`config.mk`:
```
export PLATFORM = sky130hd
export DESIGN_NAME = edid_size_and_name_parser_flat
export DESIGN_NICKNAME = d
export VERILOG_FILES = /design/src/hw/rtl/esnp_pkg.sv /design/src/hw/rtl/esnp_if.sv /design/src/hw/rtl/esnp_name_ram.sv /design/src/hw/rtl/esnp_scan.sv /design/src/hw/rtl/esnp_emit.sv /design/src/hw/rtl/edid_size_and_name_parser.sv /design/src/flat_wrapper.sv
export SDC_FILE = /design/constraint.sdc
export NUM_CORES = 1
export LEC_CHECK = 0
export ABC_AREA = 1
export BUFFER_PORTS_ARGS = -buffer_cell sky130_fd_sc_hd__buf_2
export CORE_MARGIN = 2
export CORE_UTILIZATION = 55
export CTS_CLUSTER_DIAMETER = 100
export CTS_CLUSTER_SIZE = 28
export DETAILED_ROUTE_END_ITERATION = 8
export GPL_ROUTABILITY_DRIVEN = 0
export PLACE_DENSITY = 0.73
export SKIP_CTS_REPAIR_TIMING = 1
export SLEW_MARGIN = 20
export SYNTH_ARGS = -nofsm -noshare
export SYNTH_HDL_FRONTEND = slang
export SYNTH_SLANG_ARGS = --single-unit
```
`constraint.sdc`:
```
create_clock -name clk -period 5.65 [get_ports clk]
set_clock_uncertainty 0.05 [all_clocks]
set_input_delay 0.2825 -clock clk [delete_from_list [all_inputs] [get_ports clk]]
set_output_delay 0.2825 -clock clk [all_outputs]
set_load 0.05 [all_outputs]
```
`src/hw/rtl/esnp_pkg.sv`:
```
// ----------------------------------------------------------------------------
// esnp_pkg
// Shared constants and types for the EDID size and name parser.
// ----------------------------------------------------------------------------
package esnp_pkg;

  localparam int NAME_MAX_DEF = 13;
  localparam int CNT_W        = 4;

  localparam logic [7:0] OFS_HSIZE_CM = 8'd21;
  localparam logic [7:0] OFS_VSIZE_CM = 8'd22;
  localparam logic [7:0] OFS_DTD_HMM  = 8'd66;
  localparam logic [7:0] OFS_DTD_VMM  = 8'd67;
  localparam logic [7:0] OFS_DTD_HI   = 8'd68;
  localparam logic [7:0] DESC_FIRST   = 8'd54;
  localparam logic [7:0] DESC_END     = 8'd126;
  localparam logic [4:0] DESC_LAST    = 5'd17;
  localparam logic [4:0] DESC_TXT0    = 5'd5;
  localparam logic [4:0] DESC_TAG_IX  = 5'd3;
  localparam logic [7:0] NAME_TAG     = 8'hFC;
  localparam logic [7:0] NAME_END     = 8'h0A;
  localparam logic [7:0] CHAR_SPACE   = 8'h20;

  typedef struct packed {
    logic             vld;
    logic [11:0]      width_mm;
    logic [11:0]      height_mm;
    logic [CNT_W-1:0] nchars;
  } esnp_sum_t;

endpackage

```
`src/hw/rtl/esnp_if.sv`:
```
// ----------------------------------------------------------------------------
// esnp_if
// Valid/ready channels for EDID input bytes and parser result words.
// ----------------------------------------------------------------------------
interface esnp_in_if;
  logic       valid;
  logic       ready;
  logic [7:0] edid_byte;
  logic       end_of_block;

  modport source (output valid, output edid_byte, output end_of_block, input ready);
  modport sink   (input valid, input edid_byte, input end_of_block, output ready);
endinterface

interface esnp_out_if;
  logic        valid;
  logic        ready;
  logic [11:0] width_mm;
  logic [11:0] height_mm;
  logic        name_present;
  logic [7:0]  name_char;
  logic        last_result;

  modport source (output valid, output width_mm, output height_mm, output name_present,
                  output name_char, output last_result, input ready);
  modport sink   (input valid, input width_mm, input height_mm, input name_present,
                  input name_char, input last_result, output ready);
endinterface

```
`src/hw/rtl/esnp_name_ram.sv`:
```
// ----------------------------------------------------------------------------
// esnp_name_ram
// Name character store: one write port, one read port, registered read.
// ----------------------------------------------------------------------------
module esnp_name_ram #(
  parameter int DEPTH = 13,
  parameter int AW    = 4
) (
  input  logic          clk,
  input  logic          we,
  input  logic [AW-1:0] waddr,
  input  logic [7:0]    wdata,
  input  logic [AW-1:0] raddr,
  output logic [7:0]    rdata
);

  logic [7:0] mem [DEPTH];

  always_ff @(posedge clk) begin
    if (we) begin
      mem[waddr] <= wdata;
    end
    rdata <= mem[raddr];
  end

endmodule

```
`src/hw/rtl/esnp_scan.sv`:
```
// ----------------------------------------------------------------------------
// esnp_scan
// Byte intake: position count, size bytes, descriptor header check and
// name capture into the name store; builds the block summary.
// ----------------------------------------------------------------------------
module esnp_scan import esnp_pkg::*; #(
  parameter int NAME_MAX = NAME_MAX_DEF,
  parameter int AW       = 4
) (
  input  logic          clk,
  input  logic          rst_n,
  input  logic          take,
  input  logic [7:0]    edid_byte,
  input  logic          end_of_block,
  output logic          busy,
  output logic          we,
  output logic [AW-1:0] waddr,
  output logic [7:0]    wdata,
  output esnp_sum_t     sum
);

  localparam logic [CNT_W-1:0] LEN_MAX = CNT_W'(NAME_MAX);

  logic [7:0]       pos_r, pos_nxt;
  logic [4:0]       di_r, di_nxt;
  logic [7:0]       s0_r, s1_r, s2_r, s3_r, s4_r;
  logic [7:0]       s0_nxt, s1_nxt, s2_nxt, s3_nxt, s4_nxt;
  logic             hok_r, hok_nxt;
  logic             found_r, found_nxt;
  logic             stop_r, stop_nxt;
  logic [CNT_W-1:0] len_r, len_nxt;
  logic [CNT_W-1:0] trim_r, trim_nxt;
  logic             fin_r, fin_nxt;
  logic             in_desc;
  logic [11:0]      dtd_w, dtd_h, cm_w, cm_h;

  assign in_desc = (pos_r >= DESC_FIRST) && (pos_r < DESC_END);
  assign waddr   = len_r[AW-1:0];
  assign wdata   = edid_byte;
  assign busy    = fin_r;

  always_comb begin
    pos_nxt   = pos_r;
    di_nxt    = di_r;
    s0_nxt    = s0_r;
    s1_nxt    = s1_r;
    s2_nxt    = s2_r;
    s3_nxt    = s3_r;
    s4_nxt    = s4_r;
    hok_nxt   = hok_r;
    found_nxt = found_r;
    stop_nxt  = stop_r;
    len_nxt   = len_r;
    trim_nxt  = trim_r;
    fin_nxt   = 1'b0;
    we        = 1'b0;
    if (fin_r) begin
      pos_nxt   = '0;
      di_nxt    = '0;
      s0_nxt    = '0;
      s1_nxt    = '0;
      s2_nxt    = '0;
      s3_nxt    = '0;
      s4_nxt    = '0;
      hok_nxt   = 1'b0;
      found_nxt = 1'b0;
      stop_nxt  = 1'b0;
      len_nxt   = '0;
      trim_nxt  = '0;
    end else if (take) begin
      fin_nxt = end_of_block;
      if (!pos_r[7]) begin
        pos_nxt = pos_r + 8'd1;
        case (pos_r)
          OFS_HSIZE_CM: s0_nxt = edid_byte;
          OFS_VSIZE_CM: s1_nxt = edid_byte;
          OFS_DTD_HMM:  s2_nxt = edid_byte;
          OFS_DTD_VMM:  s3_nxt = edid_byte;
          OFS_DTD_HI:   s4_nxt = edid_byte;
          default: ;
        endcase
        if (in_desc) begin
          di_nxt = (di_r == DESC_LAST) ? 5'd0 : di_r + 5'd1;
          if (!found_r) begin
            if (di_r == 5'd0) begin
              hok_nxt = (edid_byte == 8'd0);
            end else if (di_r == 5'd1) begin
              hok_nxt = hok_r && (edid_byte == 8'd0);
            end else if (di_r == DESC_TAG_IX && hok_r && edid_byte == NAME_TAG) begin
              found_nxt = 1'b1;
              stop_nxt  = 1'b0;
              len_nxt   = '0;
              trim_nxt  = '0;
            end
          end else if (!stop_r && di_r >= DESC_TXT0) begin
            if (edid_byte == NAME_END) begin
              stop_nxt = 1'b1;
            end else if (len_r < LEN_MAX) begin
              we      = 1'b1;
              len_nxt = len_r + 1'b1;
              if (edid_byte != CHAR_SPACE) begin
                trim_nxt = len_r + 1'b1;
              end
            end
            if (di_r == DESC_LAST) begin
              stop_nxt = 1'b1;
            end
          end
        end
      end
    end
  end

  assign dtd_w = {s4_r[7:4], s2_r};
  assign dtd_h = {s4_r[3:0], s3_r};
  assign cm_w  = ({4'd0, s0_r} << 3) + ({4'd0, s0_r} << 1);
  assign cm_h  = ({4'd0, s1_r} << 3) + ({4'd0, s1_r} << 1);

  always_comb begin
    sum.vld       = fin_r;
    sum.width_mm  = '0;
    sum.height_mm = '0;
    sum.nchars    = '0;
    if (pos_r[7]) begin
      if (dtd_w != 12'd0 && dtd_h != 12'd0) begin
        sum.width_mm  = dtd_w;
        sum.height_mm = dtd_h;
      end else if (s0_r != 8'd0 && s1_r != 8'd0) begin
        sum.width_mm  = cm_w;
        sum.height_mm = cm_h;
      end
      if (found_r) begin
        sum.nchars = trim_r;
      end
    end
  end

  always_ff @(posedge clk) begin
    if (!rst_n) begin
      pos_r   <= '0;
      di_r    <= '0;
      s0_r    <= '0;
      s1_r    <= '0;
      s2_r    <= '0;
      s3_r    <= '0;
      s4_r    <= '0;
      hok_r   <= 1'b0;
      found_r <= 1'b0;
      stop_r  <= 1'b0;
      len_r   <= '0;
      trim_r  <= '0;
      fin_r   <= 1'b0;
    end else begin
      pos_r   <= pos_nxt;
      di_r    <= di_nxt;
      s0_r    <= s0_nxt;
      s1_r    <= s1_nxt;
      s2_r    <= s2_nxt;
      s3_r    <= s3_nxt;
      s4_r    <= s4_nxt;
      hok_r   <= hok_nxt;
      found_r <= found_nxt;
      stop_r  <= stop_nxt;
      len_r   <= len_nxt;
      trim_r  <= trim_nxt;
      fin_r   <= fin_nxt;
    end
  end

  a_len_bound: assert property (@(posedge clk) disable iff (!rst_n)
    (len_r <= LEN_MAX) && (trim_r <= len_r))
    else $error("name length out of range");

  a_pos_sat: assert property (@(posedge clk) disable iff (!rst_n)
    pos_r <= 8'd128)
    else $error("byte position past saturation");

  a_fin_clear: assert property (@(posedge clk) disable iff (!rst_n)
    fin_r |=> (pos_r == 8'd0) && !found_r && (len_r == '0))
    else $error("block state not cleared after summary");

endmodule

```
`src/hw/rtl/esnp_emit.sv`:
```
// ----------------------------------------------------------------------------
// esnp_emit
// Result sequencer: reads name characters from the name store one by one
// and drives the result word register.
// ----------------------------------------------------------------------------
module esnp_emit import esnp_pkg::*; #(
  parameter int AW = 4
) (
  input  logic          clk,
  input  logic          rst_n,
  input  esnp_sum_t     sum,
  output logic          idle,
  output logic [AW-1:0] raddr,
  input  logic [7:0]    rdata,
  esnp_out_if.source    out_ch
);

  typedef enum logic {S_IDLE, S_EMIT} state_t;

  state_t           state_r;
  logic [11:0]      w_r, h_r;
  logic [CNT_W-1:0] n_r, k_r;
  logic             primed_r;
  logic             out_vld_r;
  logic [11:0]      out_w_r, out_h_r;
  logic             out_np_r, out_last_r;
  logic [7:0]       out_c_r;
  logic             slot_free;
  logic             at_last;
  logic             load;

  assign slot_free = !out_vld_r || out_ch.ready;
  assign at_last   = (k_r + 1'b1) == n_r;
  assign raddr     = k_r[AW-1:0];
  assign idle      = (state_r == S_IDLE);
  assign load      = (state_r == S_EMIT) && slot_free && ((n_r == '0) || primed_r);

  assign out_ch.valid        = out_vld_r;
  assign out_ch.width_mm     = out_w_r;
  assign out_ch.height_mm    = out_h_r;
  assign out_ch.name_present = out_np_r;
  assign out_ch.name_char    = out_c_r;
  assign out_ch.last_result  = out_last_r;

  always_ff @(posedge clk) begin
    if (!rst_n) begin
      state_r   <= S_IDLE;
      out_vld_r <= 1'b0;
      primed_r  <= 1'b0;
      k_r       <= '0;
    end else begin
      if (load) begin
        out_vld_r <= 1'b1;
      end else if (out_ch.ready) begin
        out_vld_r <= 1'b0;
      end
      case (state_r)
        S_IDLE: begin
          if (sum.vld) begin
            w_r      <= sum.width_mm;
            h_r      <= sum.height_mm;
            n_r      <= sum.nchars;
            k_r      <= '0;
            primed_r <= 1'b0;
            state_r  <= S_EMIT;
          end
        end
        S_EMIT: begin
          if (n_r == '0) begin
            if (slot_free) begin
              out_w_r    <= w_r;
              out_h_r    <= h_r;
              out_np_r   <= 1'b0;
              out_c_r    <= 8'd0;
              out_last_r <= 1'b1;
              state_r    <= S_IDLE;
            end
          end else if (!primed_r) begin
            primed_r <= 1'b1;
          end else if (slot_free) begin
            out_w_r    <= w_r;
            out_h_r    <= h_r;
            out_np_r   <= 1'b1;
            out_c_r    <= rdata;
            out_last_r <= at_last;
            primed_r   <= 1'b0;
            if (at_last) begin
              state_r <= S_IDLE;
            end else begin
              k_r <= k_r + 1'b1;
            end
          end
        end
        default: state_r <= S_IDLE;
      endcase
    end
  end

  a_k_bound: assert property (@(posedge clk) disable iff (!rst_n)
    (state_r == S_EMIT && n_r != '0) |-> (k_r < n_r))
    else $error("name index past name length");

  a_noname_last: assert property (@(posedge clk) disable iff (!rst_n)
    (out_vld_r && !out_np_r) |-> (out_last_r && out_c_r == 8'd0))
    else $error("nameless result must be single and blank");

  a_sum_idle: assert property (@(posedge clk) disable iff (!rst_n)
    sum.vld |-> (state_r == S_IDLE))
    else $error("summary arrived while emitting");

endmodule

```
`src/hw/rtl/edid_size_and_name_parser.sv`:
```
// ----------------------------------------------------------------------------
// edid_size_and_name_parser
// Extracts the physical image size and the monitor name from an EDID base
// block delivered one byte per word.
// ----------------------------------------------------------------------------
// Throughput: one byte word per cycle while a block streams in.
// After the flagged byte the input stalls until the final result word is
// loaded. With no name a single result word follows the registered summary;
// each name character waits for the name store's registered read.
// Reset: synchronous, active low; clears all control state. The name store
// is not cleared; only entries written for the current block are read.
module edid_size_and_name_parser import esnp_pkg::*; #(
  parameter int NAME_MAX = NAME_MAX_DEF
) (
  input  logic       clk,
  input  logic       rst_n,
  esnp_in_if.sink    in_ch,
  esnp_out_if.source out_ch
);

  localparam int AW = (NAME_MAX > 1) ? $clog2(NAME_MAX) : 1;

  logic          take;
  logic          scan_busy;
  logic          emit_idle;
  logic          we;
  logic [AW-1:0] waddr, raddr;
  logic [7:0]    wdata, rdata;
  esnp_sum_t     sum;

  assign in_ch.ready = !scan_busy && emit_idle;
  assign take        = in_ch.valid && in_ch.ready;

  esnp_scan #(.NAME_MAX(NAME_MAX), .AW(AW)) u_scan (
    .clk          (clk),
    .rst_n        (rst_n),
    .take         (take),
    .edid_byte    (in_ch.edid_byte),
    .end_of_block (in_ch.end_of_block),
    .busy         (scan_busy),
    .we           (we),
    .waddr        (waddr),
    .wdata        (wdata),
    .sum          (sum)
  );

  esnp_name_ram #(.DEPTH(NAME_MAX), .AW(AW)) u_ram (
    .clk   (clk),
    .we    (we),
    .waddr (waddr),
    .wdata (wdata),
    .raddr (raddr),
    .rdata (rdata)
  );

  esnp_emit #(.AW(AW)) u_emit (
    .clk    (clk),
    .rst_n  (rst_n),
    .sum    (sum),
    .idle   (emit_idle),
    .raddr  (raddr),
    .rdata  (rdata),
    .out_ch (out_ch)
  );

endmodule
```
`src/flat_wrapper.sv`:
```
// flat-port wrapper written by rule: the top's interface ports become plain ports
module edid_size_and_name_parser_flat import esnp_pkg::*;
#(
  parameter int NAME_MAX = NAME_MAX_DEF
)
  (clk, rst_n, in_ch_valid, in_ch_edid_byte, in_ch_end_of_block, in_ch_ready, out_ch_valid, out_ch_width_mm, out_ch_height_mm, out_ch_name_present, out_ch_name_char, out_ch_last_result, out_ch_ready);
  esnp_in_if in_ch_i ();
  esnp_out_if out_ch_i ();
  input  logic clk;
  input  logic rst_n;
  input wire logic [$bits(in_ch_i.valid)-1:0] in_ch_valid;
  input wire logic [$bits(in_ch_i.edid_byte)-1:0] in_ch_edid_byte;
  input wire logic [$bits(in_ch_i.end_of_block)-1:0] in_ch_end_of_block;
  output wire logic [$bits(in_ch_i.ready)-1:0] in_ch_ready;
  output wire logic [$bits(out_ch_i.valid)-1:0] out_ch_valid;
  output wire logic [$bits(out_ch_i.width_mm)-1:0] out_ch_width_mm;
  output wire logic [$bits(out_ch_i.height_mm)-1:0] out_ch_height_mm;
  output wire logic [$bits(out_ch_i.name_present)-1:0] out_ch_name_present;
  output wire logic [$bits(out_ch_i.name_char)-1:0] out_ch_name_char;
  output wire logic [$bits(out_ch_i.last_result)-1:0] out_ch_last_result;
  input wire logic [$bits(out_ch_i.ready)-1:0] out_ch_ready;
  assign in_ch_i.valid = in_ch_valid;
  assign in_ch_i.edid_byte = in_ch_edid_byte;
  assign in_ch_i.end_of_block = in_ch_end_of_block;
  assign in_ch_ready = in_ch_i.ready;
  assign out_ch_valid = out_ch_i.valid;
  assign out_ch_width_mm = out_ch_i.width_mm;
  assign out_ch_height_mm = out_ch_i.height_mm;
  assign out_ch_name_present = out_ch_i.name_present;
  assign out_ch_name_char = out_ch_i.name_char;
  assign out_ch_last_result = out_ch_i.last_result;
  assign out_ch_i.ready = out_ch_ready;
  edid_size_and_name_parser #(.NAME_MAX(NAME_MAX)) u_core (.clk(clk), .rst_n(rst_n), .in_ch(in_ch_i), .out_ch(out_ch_i));
endmodule
```
# ---- After elaboration in Yosys (flattened, before gate mapping)
# Memories as Yosys holds them, arrays and structs flattened. A register that Yosys moved wholly into a read port is not among the register bits.
# Index checks and enable logic that the tools add are counted.
dict set report classes {
  div 0
  eq_ne 24
  add_sub_neg 6
  n_reduce_logical 46
  magnitude_cmp 4
  bitwise 5
  n_mul 0
  n_mux 75
  shifts 0
}
# cell count
set op_table {}
lappend op_table {{2-to-1 mux 12 bit} 6}
lappend op_table {{2-to-1 mux 4 bit} 17}
lappend op_table {{2-to-1 mux 24 bit} 2}
lappend op_table {{2-to-1 mux 1 bit} 41}
lappend op_table {{2-to-1 mux 8 bit} 5}
lappend op_table {{adder 11 x 9 -> 12 bit} 2}
lappend op_table {{equality test 8 x 7 -> 1 bit, second input constant} 3}
lappend op_table {{AND reduction 3 bit} 8}
lappend op_table {{nonzero test 12 bit} 2}
lappend op_table {{equality test 8 x 5 -> 1 bit, second input constant} 2}
lappend op_table {{nonzero test 8 bit} 2}
lappend op_table {{!= test 2 bit, second input constant} 6}
lappend op_table {{logical AND 1 bit} 11}
lappend op_table {{!= test 2 x 1 -> 1 bit, second input constant} 5}
lappend op_table {{AND reduction 10 bit} 1}
lappend op_table {{AND reduction 5 bit} 2}
lappend op_table {{AND reduction 9 bit} 1}
lappend op_table {{adder 4 x 1 -> 4 bit, second input constant} 2}
lappend op_table {{adder 8 x 1 -> 8 bit, second input constant} 1}
lappend op_table {{equality test 8 x 4 -> 1 bit, second input constant} 1}
lappend op_table {{equality test 8 bit, second input constant} 1}
lappend op_table {{>= comparator 8 x 6 -> 1 bit, second input constant} 1}
lappend op_table {{zero test 8 bit} 1}
lappend op_table {{< comparator 8 x 7 -> 1 bit, second input constant} 1}
lappend op_table {{other kinds (23)} 36}
dict set report word_totals {
  mem_bits_ro 0
  ramBits 104
  register_bits 134
  wordCells 187
  n_memories 1
  latch_bits 0
}
# memory words width read_ports rd_ports_with_merged_regs write_ports line_no
set memory_table {}
lappend memory_table {u_core.u_ram.mem 13 8 1 1 1 esnp_name_ram.sv:17} ;# logic [7:0] mem [DEPTH];

# ---- Logic depth before layout (Yosys ltp)
dict set report logic_depth {
  ltp_word 11
  depth_mapped 11
  ltp_nobuf 11
}

# ---- By module
# Synthesis repeated with hierarchy kept, for this count alone.
dict set report hier_totals {
  hier_cells 1177
  area_unflattened_um2 11049.3
}
# module instances cells_each area_each_um2 seq_area_each_um2
set modules_own_cells {}
lappend modules_own_cells {esnp_name_ram 1 428 4674.5 3283.1}
lappend modules_own_cells {esnp_scan 1 590 3922.5 1301.2}
lappend modules_own_cells {esnp_emit 1 154 2428.6 2001.9}
lappend modules_own_cells {edid_size_and_name_parser 1 5 23.8 0.0}

# ---- Least setup slack after synthesis
# Ideal clock, no wire load.
dict set report synth_timing {
  kind {flip-flop to flip-flop}
  start {register u_core.u_emit.n_r[3]}
  end {register u_core.u_emit.out_h_r[0], in the netlist u_core.u_emit.out_ch.height_mm[0] (enable)}
  required_time_ns 5.175
  path_stages_with_launch 6
  slack_ns 2.850
  t_arrival_ns 2.325
  setup_time_ns 0.425
  cell_sequence {edfxtp_1 nor2_1 nand3_1 clkinv_1 o211ai_1 nor2_1}
}
dict set report synth_via {
  elab_chain_len 3
}
# element line_no
set synth_lines {}
lappend synth_lines {{start, declared} esnp_emit.sv:22} ;# logic [CNT_W-1:0] n_r, k_r;
lappend synth_lines {{start signal, assigned} esnp_emit.sv:62} ;# n_r <= sum.nchars;
lappend synth_lines {{zero test 4 bit} esnp_emit.sv:69} ;# if (n_r == '0) begin
lappend synth_lines {{nonzero test 2 bit (no line)} n/a}
lappend synth_lines {{AND reduction 3 bit (no line)} n/a}
lappend synth_lines {{end signal, assigned} esnp_emit.sv:72} ;# out_h_r <= h_r;
lappend synth_lines {{end signal, assigned} esnp_emit.sv:82} ;# out_h_r <= h_r;
lappend synth_lines {{end, declared} esnp_emit.sv:25} ;# logic [11:0] out_w_r, out_h_r;
# Every way passes these cells.
# A chain may end at the register's enable or synchronous reset.

# ---- Worst setup path in the final report
dict set report layout_timing {
  start {register u_core.u_emit.state_r}
  end {memory u_core.u_ram.mem[3][1] (enable)}
}
dict set report layout_via {
  elab_chain_len 7
}
# element line_no
set layout_lines {}
lappend layout_lines {{start, declared} esnp_emit.sv:20} ;# state_t state_r;
lappend layout_lines {{start signal, assigned} esnp_emit.sv:47} ;# state_r <= S_IDLE;
lappend layout_lines {{start signal, assigned} esnp_emit.sv:65} ;# state_r <= S_EMIT;
lappend layout_lines {{start signal, assigned} esnp_emit.sv:76} ;# state_r <= S_IDLE;
lappend layout_lines {{inverter 1 bit (no line)} n/a}
lappend layout_lines {{logical AND 1 bit} edid_size_and_name_parser.sv:31} ;# assign in_ch.ready = !scan_busy && emit_idle;
lappend layout_lines {{logical AND 1 bit} edid_size_and_name_parser.sv:32} ;# assign take = in_ch.valid && in_ch.ready;
lappend layout_lines {{2-to-1 mux 1 bit} esnp_scan.sv:70} ;# end else if (take) begin
lappend layout_lines {{2-to-1 mux 1 bit} esnp_scan.sv:57} ;# if (fin_r) begin
lappend layout_lines {{2-to-1 mux 1 bit} esnp_name_ram.sv:20} ;# if (we) begin
lappend layout_lines {{2-to-1 mux 1 bit (implied by the code)} esnp_name_ram.sv:21} ;# mem[waddr] <= wdata;
lappend layout_lines {{end, declared} esnp_name_ram.sv:17}
# Every way passes these cells.

==> summary by stage <==
STA
The number of hold violations in the final report is 0. The count of endpoints failing setup in the final report is 0. In this run the tightest slew margin relative to its limit is 43.5%. In the finished design, the share of the clock period the worst path needs comes to slightly below 50%. The maximum clock frequency is between 300 and 400 MHz. Setup repair after global routing left no endpoint under its margin. The total negative setup slack is 0 ns. For the pin with the worst max-slew slack, the measured transition is 0.842 ns. The final-report max-slew violation count is 0. Counting I/O delays and the setup requirement, the final critical path takes ~2.8 ns.

Routing
The first detailed-routing pass took 7 iterations. The average routed wire per standard cell is between 15 and 20 um. The final wirelength is approximately 23000 um. The routed layout has around 7500 vias. The detailed router finished its first iteration with approximately 830 violations. The post-route antenna net violation count is 0.

After detailed routing, the number of remaining DRC violations is 0. The number of vias per cell is approximately 5.7.

Synthesis
The number of instances in the synthesized netlist is between 1000 and 1500. Yosys mapped the design onto 36 distinct sky130hd cell types. Counting flops with an async set or reset pin after synthesis yields a share of 0%.

A synthesized cell averages approximately 10 sq um. The total standard cell area after synthesis is about 11000 sq um. Synthesis produced a netlist with a net count of roughly 1100. The flop and latch count out of synthesis is 246. The main flop type after synthesis is edfxtp_1.

Counting flops with a built-in enable in the synthesized netlist gives approximately 170. The total of warnings raised by yosys is 0. The sequential-to-total area share from yosys stat is between 60% and 70%.

Floorplan
The die span in x is between 100 and 150 um. The placeable core region is between 15000 and 20000 sq um. The count of standard-cell rows is 50. The number of top-level pins is slightly below 50. The effective utilization at floorplan is a little under three fifths. The vertical die dimension is between 100 and 150 um. The area of the die is 20200 sq um.

Critical path
The element type at the critical path start is a register. For the worst flop-to-flop path, the logic depth is 7. The signal on the critical path passes through nor2_4 -> nand3_2 -> nor2_2 -> nand2_1 -> nor3_4 -> nand2_1 -> nor2_1. The kind of cell adding the most delay to the critical path is simple AND/OR/NAND/NOR gates. The critical path in this run is classified as reg -> reg. The startpoint identified for the worst register-to-register timing path is u_core.u_emit.state_r$_SDFF_PN0_. The worst register-to-register path ends at u_core.u_ram.mem[3][1]$_DFFE_PP_. STA puts the critical path data required time at 5.73 ns. The critical path crosses 7 cells after its start point. STA classifies the critical path endpoint as a register.

The worst register-to-register path has a setup slack of between 2 and 3 ns. For this run, the slowest stage of the critical path takes 0.61 ns. The number of buffer and inverter instances along the worst setup path is 0. For this design, the slowest cell found on the critical path is nor2_1. Along the worst path, the maximum fanout reaches 13.

The cell that appears most often on the critical path is nand2_1. STA puts the critical path data arrival time at roughly 2.8 ns.

Place
The total instance count after detailed placement is 1302. The total half-perimeter wirelength after legalization and detailed placement is around 16000 um. The cell area after placement is 11000 sq um. The number of port buffers is 48.

Cells and area
The number of filler cells placed in the layout is roughly 1600. The final core utilization is 60.5%. The net count of the finished layout is approximately 1100. The fraction of final layout cells with drive strength greater than 1 is 8.08%.

The number of standard cells in the layout, taps in and fillers out is roughly 1300. From synthesis to final layout, the design area changed by 7.79%. The repair_antennas step left the layout with diodes totalling 0. The finished cells cover ~11000 sq um. The area taken by multi-input logic gates is around 3400 sq um. The register area is 6590 sq um.

GRT
The pin count of the biggest net entering global routing is 55. The aggregate global routing overflow is 0. The global-route wire length before repair is between 30000 and 40000 um. Across every metal layer, demand over resource in global routing totals 22.8%.

The number of antenna violations at the first check in global routing is 1. The via count of the first global-routing pass is approximately 6900.

Clocking
CTS placed an instance of clkbuf_16 at the clock tree root. The clock-pin slew on the worst setup and hold paths is 0.11 ns. The tree built by TritonCTS fans out to between 200 and 250 sinks. The deepest clock path buffer count is 3. The clock tree from TritonCTS is built. The number of buffers created by CTS is 12. At the later pin of the worst-skew pair, clock insertion delay measures between 0.4 and 0.5 ns.

The total number of H-tree levels is 1.

Min path
The startpoint of the lowest-slack hold path is out_ch_ready. The path category of the worst min-delay check is in -> reg. The worst hold path terminates at u_core.u_emit.out_ch.valid$_SDFFE_PN0P_. Counting instances, the worst hold path has a depth of 4.

Pwr
The power density over the cells is ~260 nW/um^2. The completed layout was analyzed and its total power is slightly below 0.003 W. The leakage component of the power is 4.22 nW. The largest voltage drop on the vdd net is ~0.16 mV.

Outcome
The run finished with clean final reports.

Run
Across the run, the number of max-cap violations was 0.
cells by family after synthesis:
| logic type | share of synthesized area (%) |
|---|---|
| adders and majority gates | 3.36 |
| and+or+nand+nor | 15.7 |
| AOI/OAI and AO/OA | 12.2 |
| muxes | 0.0953 |
| xor gates and xnor gates | 0.584 |
| buffers and inverters | 5.28 |
| DFF | 62.7 |
worst register-to-register path, stage by stage (launching register included):
cell and delay (ns):
dfxtp_1 0.42, nor2_4 0.19, nand3_2 0.14, nor2_2 0.17
nand2_1 0.32, nor3_4 0.33, nand2_1 0.18, nor2_1 0.61
cells in the mapped netlist (2+ instances only):
cell      instances  share of area (%)
xnor2_1           4               0.33
o221ai_1          3               0.25
nand3b_1          3               0.21
nor3_1            5               0.24
nand4_1          21                1.3
xor2_1            3               0.25
nor4_2            2               0.24
nor3_2            2               0.19
clkinv_1          3               0.11
a22oi_1           2               0.14
edfxtp_1        166                 47
o211ai_1          9               0.64
nand2_1         131                4.7
nor4_1            2               0.12
o21ai_0         129                6.1
dfxtp_1          80                 15
nand3_1          51                2.4
or2_2             6               0.36
a211oi_1          2               0.14
o22ai_1          25                1.5
ha_1             25                3.0
nor2_1          154                5.5
buf_2            11               0.52
inv_1           104                3.7
a21oi_1          69                3.3
clkbuf_1         25               0.89
fa_1              2               0.38
cell type report:
cell class	instances	share of cell area, %
tap	234	2.59
inverter	108	3.58
timing repair buffer	57	2.74
clock inverter	1	0.0774
sequential	246	58.2
clock buffer	19	3.07
multi-input combinational	658	29.7
cell usage in the layout, fill, tap and decap left out, types with 2 or more instances in the layout:
cell / instances
a211oi_1: 2
a21oi_1: 69
a22oi_1: 2
buf_2: 48
buf_4: 8
clkbuf_1: 6
clkbuf_16: 13
clkinv_1: 3
dfxtp_1: 80
edfxtp_1: 166
fa_1: 2
ha_1: 25
inv_1: 104
nand2_1: 131
nand3_1: 51
nand3b_1: 3
nand4_1: 21
nor2_1: 151
nor2_2: 4
nor3_1: 5
nor3_2: 2
nor4_1: 2
nor4_2: 2
o211ai_1: 9
o21ai_0: 129
o221ai_1: 3
o22ai_1: 25
or2_2: 6
xnor2_1: 4
xor2_1: 3
how the worst max path moves through the flow:
stage | end | startpoint
finish | u_core.u_ram.mem[3][1]$_DFFE_PP_ | u_core.u_emit.state_r$_SDFF_PN0_
global route | u_core.u_ram.mem[12][0]$_DFFE_PP_ | u_core.u_emit.state_r$_SDFF_PN0_
CTS | u_core.u_ram.mem[12][0]$_DFFE_PP_ | u_core.u_emit.state_r$_SDFF_PN0_
detailed placement | u_core.u_ram.mem[12][6]$_DFFE_PP_ | u_core.u_emit.state_r$_SDFF_PN0_
global placement | u_core.u_ram.mem[11][4]$_DFFE_PP_ | u_core.u_emit.state_r$_SDFF_PN0_
floorplan | u_core.u_emit.out_ch.height_mm[0]$_DFFE_PP_ | u_core.u_emit.n_r[3]$_SDFFCE_PN0P_
through the flow:
stage	hold slack (ns)	worst slack [ns]
after floorplan	0.331	2.85
after global placement	0.351	3.03
after detailed placement	0.355	2.93
after CTS	0.00427	2.91
after global routing	0.0849	2.74
final	0.0660	2.88
flip-flops by register name (all words and copies together) (netlist names), 5 cells and up:
name,flops
u_core.u_emit.h_r,12
u_core.u_emit.out_ch.height_mm,12
u_core.u_emit.out_ch.name_char,8
u_core.u_emit.out_ch.width_mm,12
u_core.u_emit.w_r,12
u_core.u_ram.mem,104
u_core.u_ram.rdata,8
u_core.u_scan.di_r,5
u_core.u_scan.pos_r,8
u_core.u_scan.s0_r,8
u_core.u_scan.s1_r,8
u_core.u_scan.s2_r,8
u_core.u_scan.s3_r,8
u_core.u_scan.s4_r,8
routing by layer:
metal  GRT usage [%]  vias to the layer above  share of wire, %
li1                -                     3678                 -
met1            33.9                     3508                45
met2            34.6                      316                44
met3            5.25                       33               9.6
met4            5.21                        2               1.4
met5               0                        -             0.052
power breakdown:
group / switching (W) / leakage (nW) / internal (W)
Clock: 0.000531 / 0.171 / 0.000433
Combinational: 0.0000684 / 1.90 / 0.0000175
Sequential: 0.00000518 / 2.15 / 0.00192
Total: 0.000604 / 4.22 / 0.00237
(Power assumes the default switching activity.)
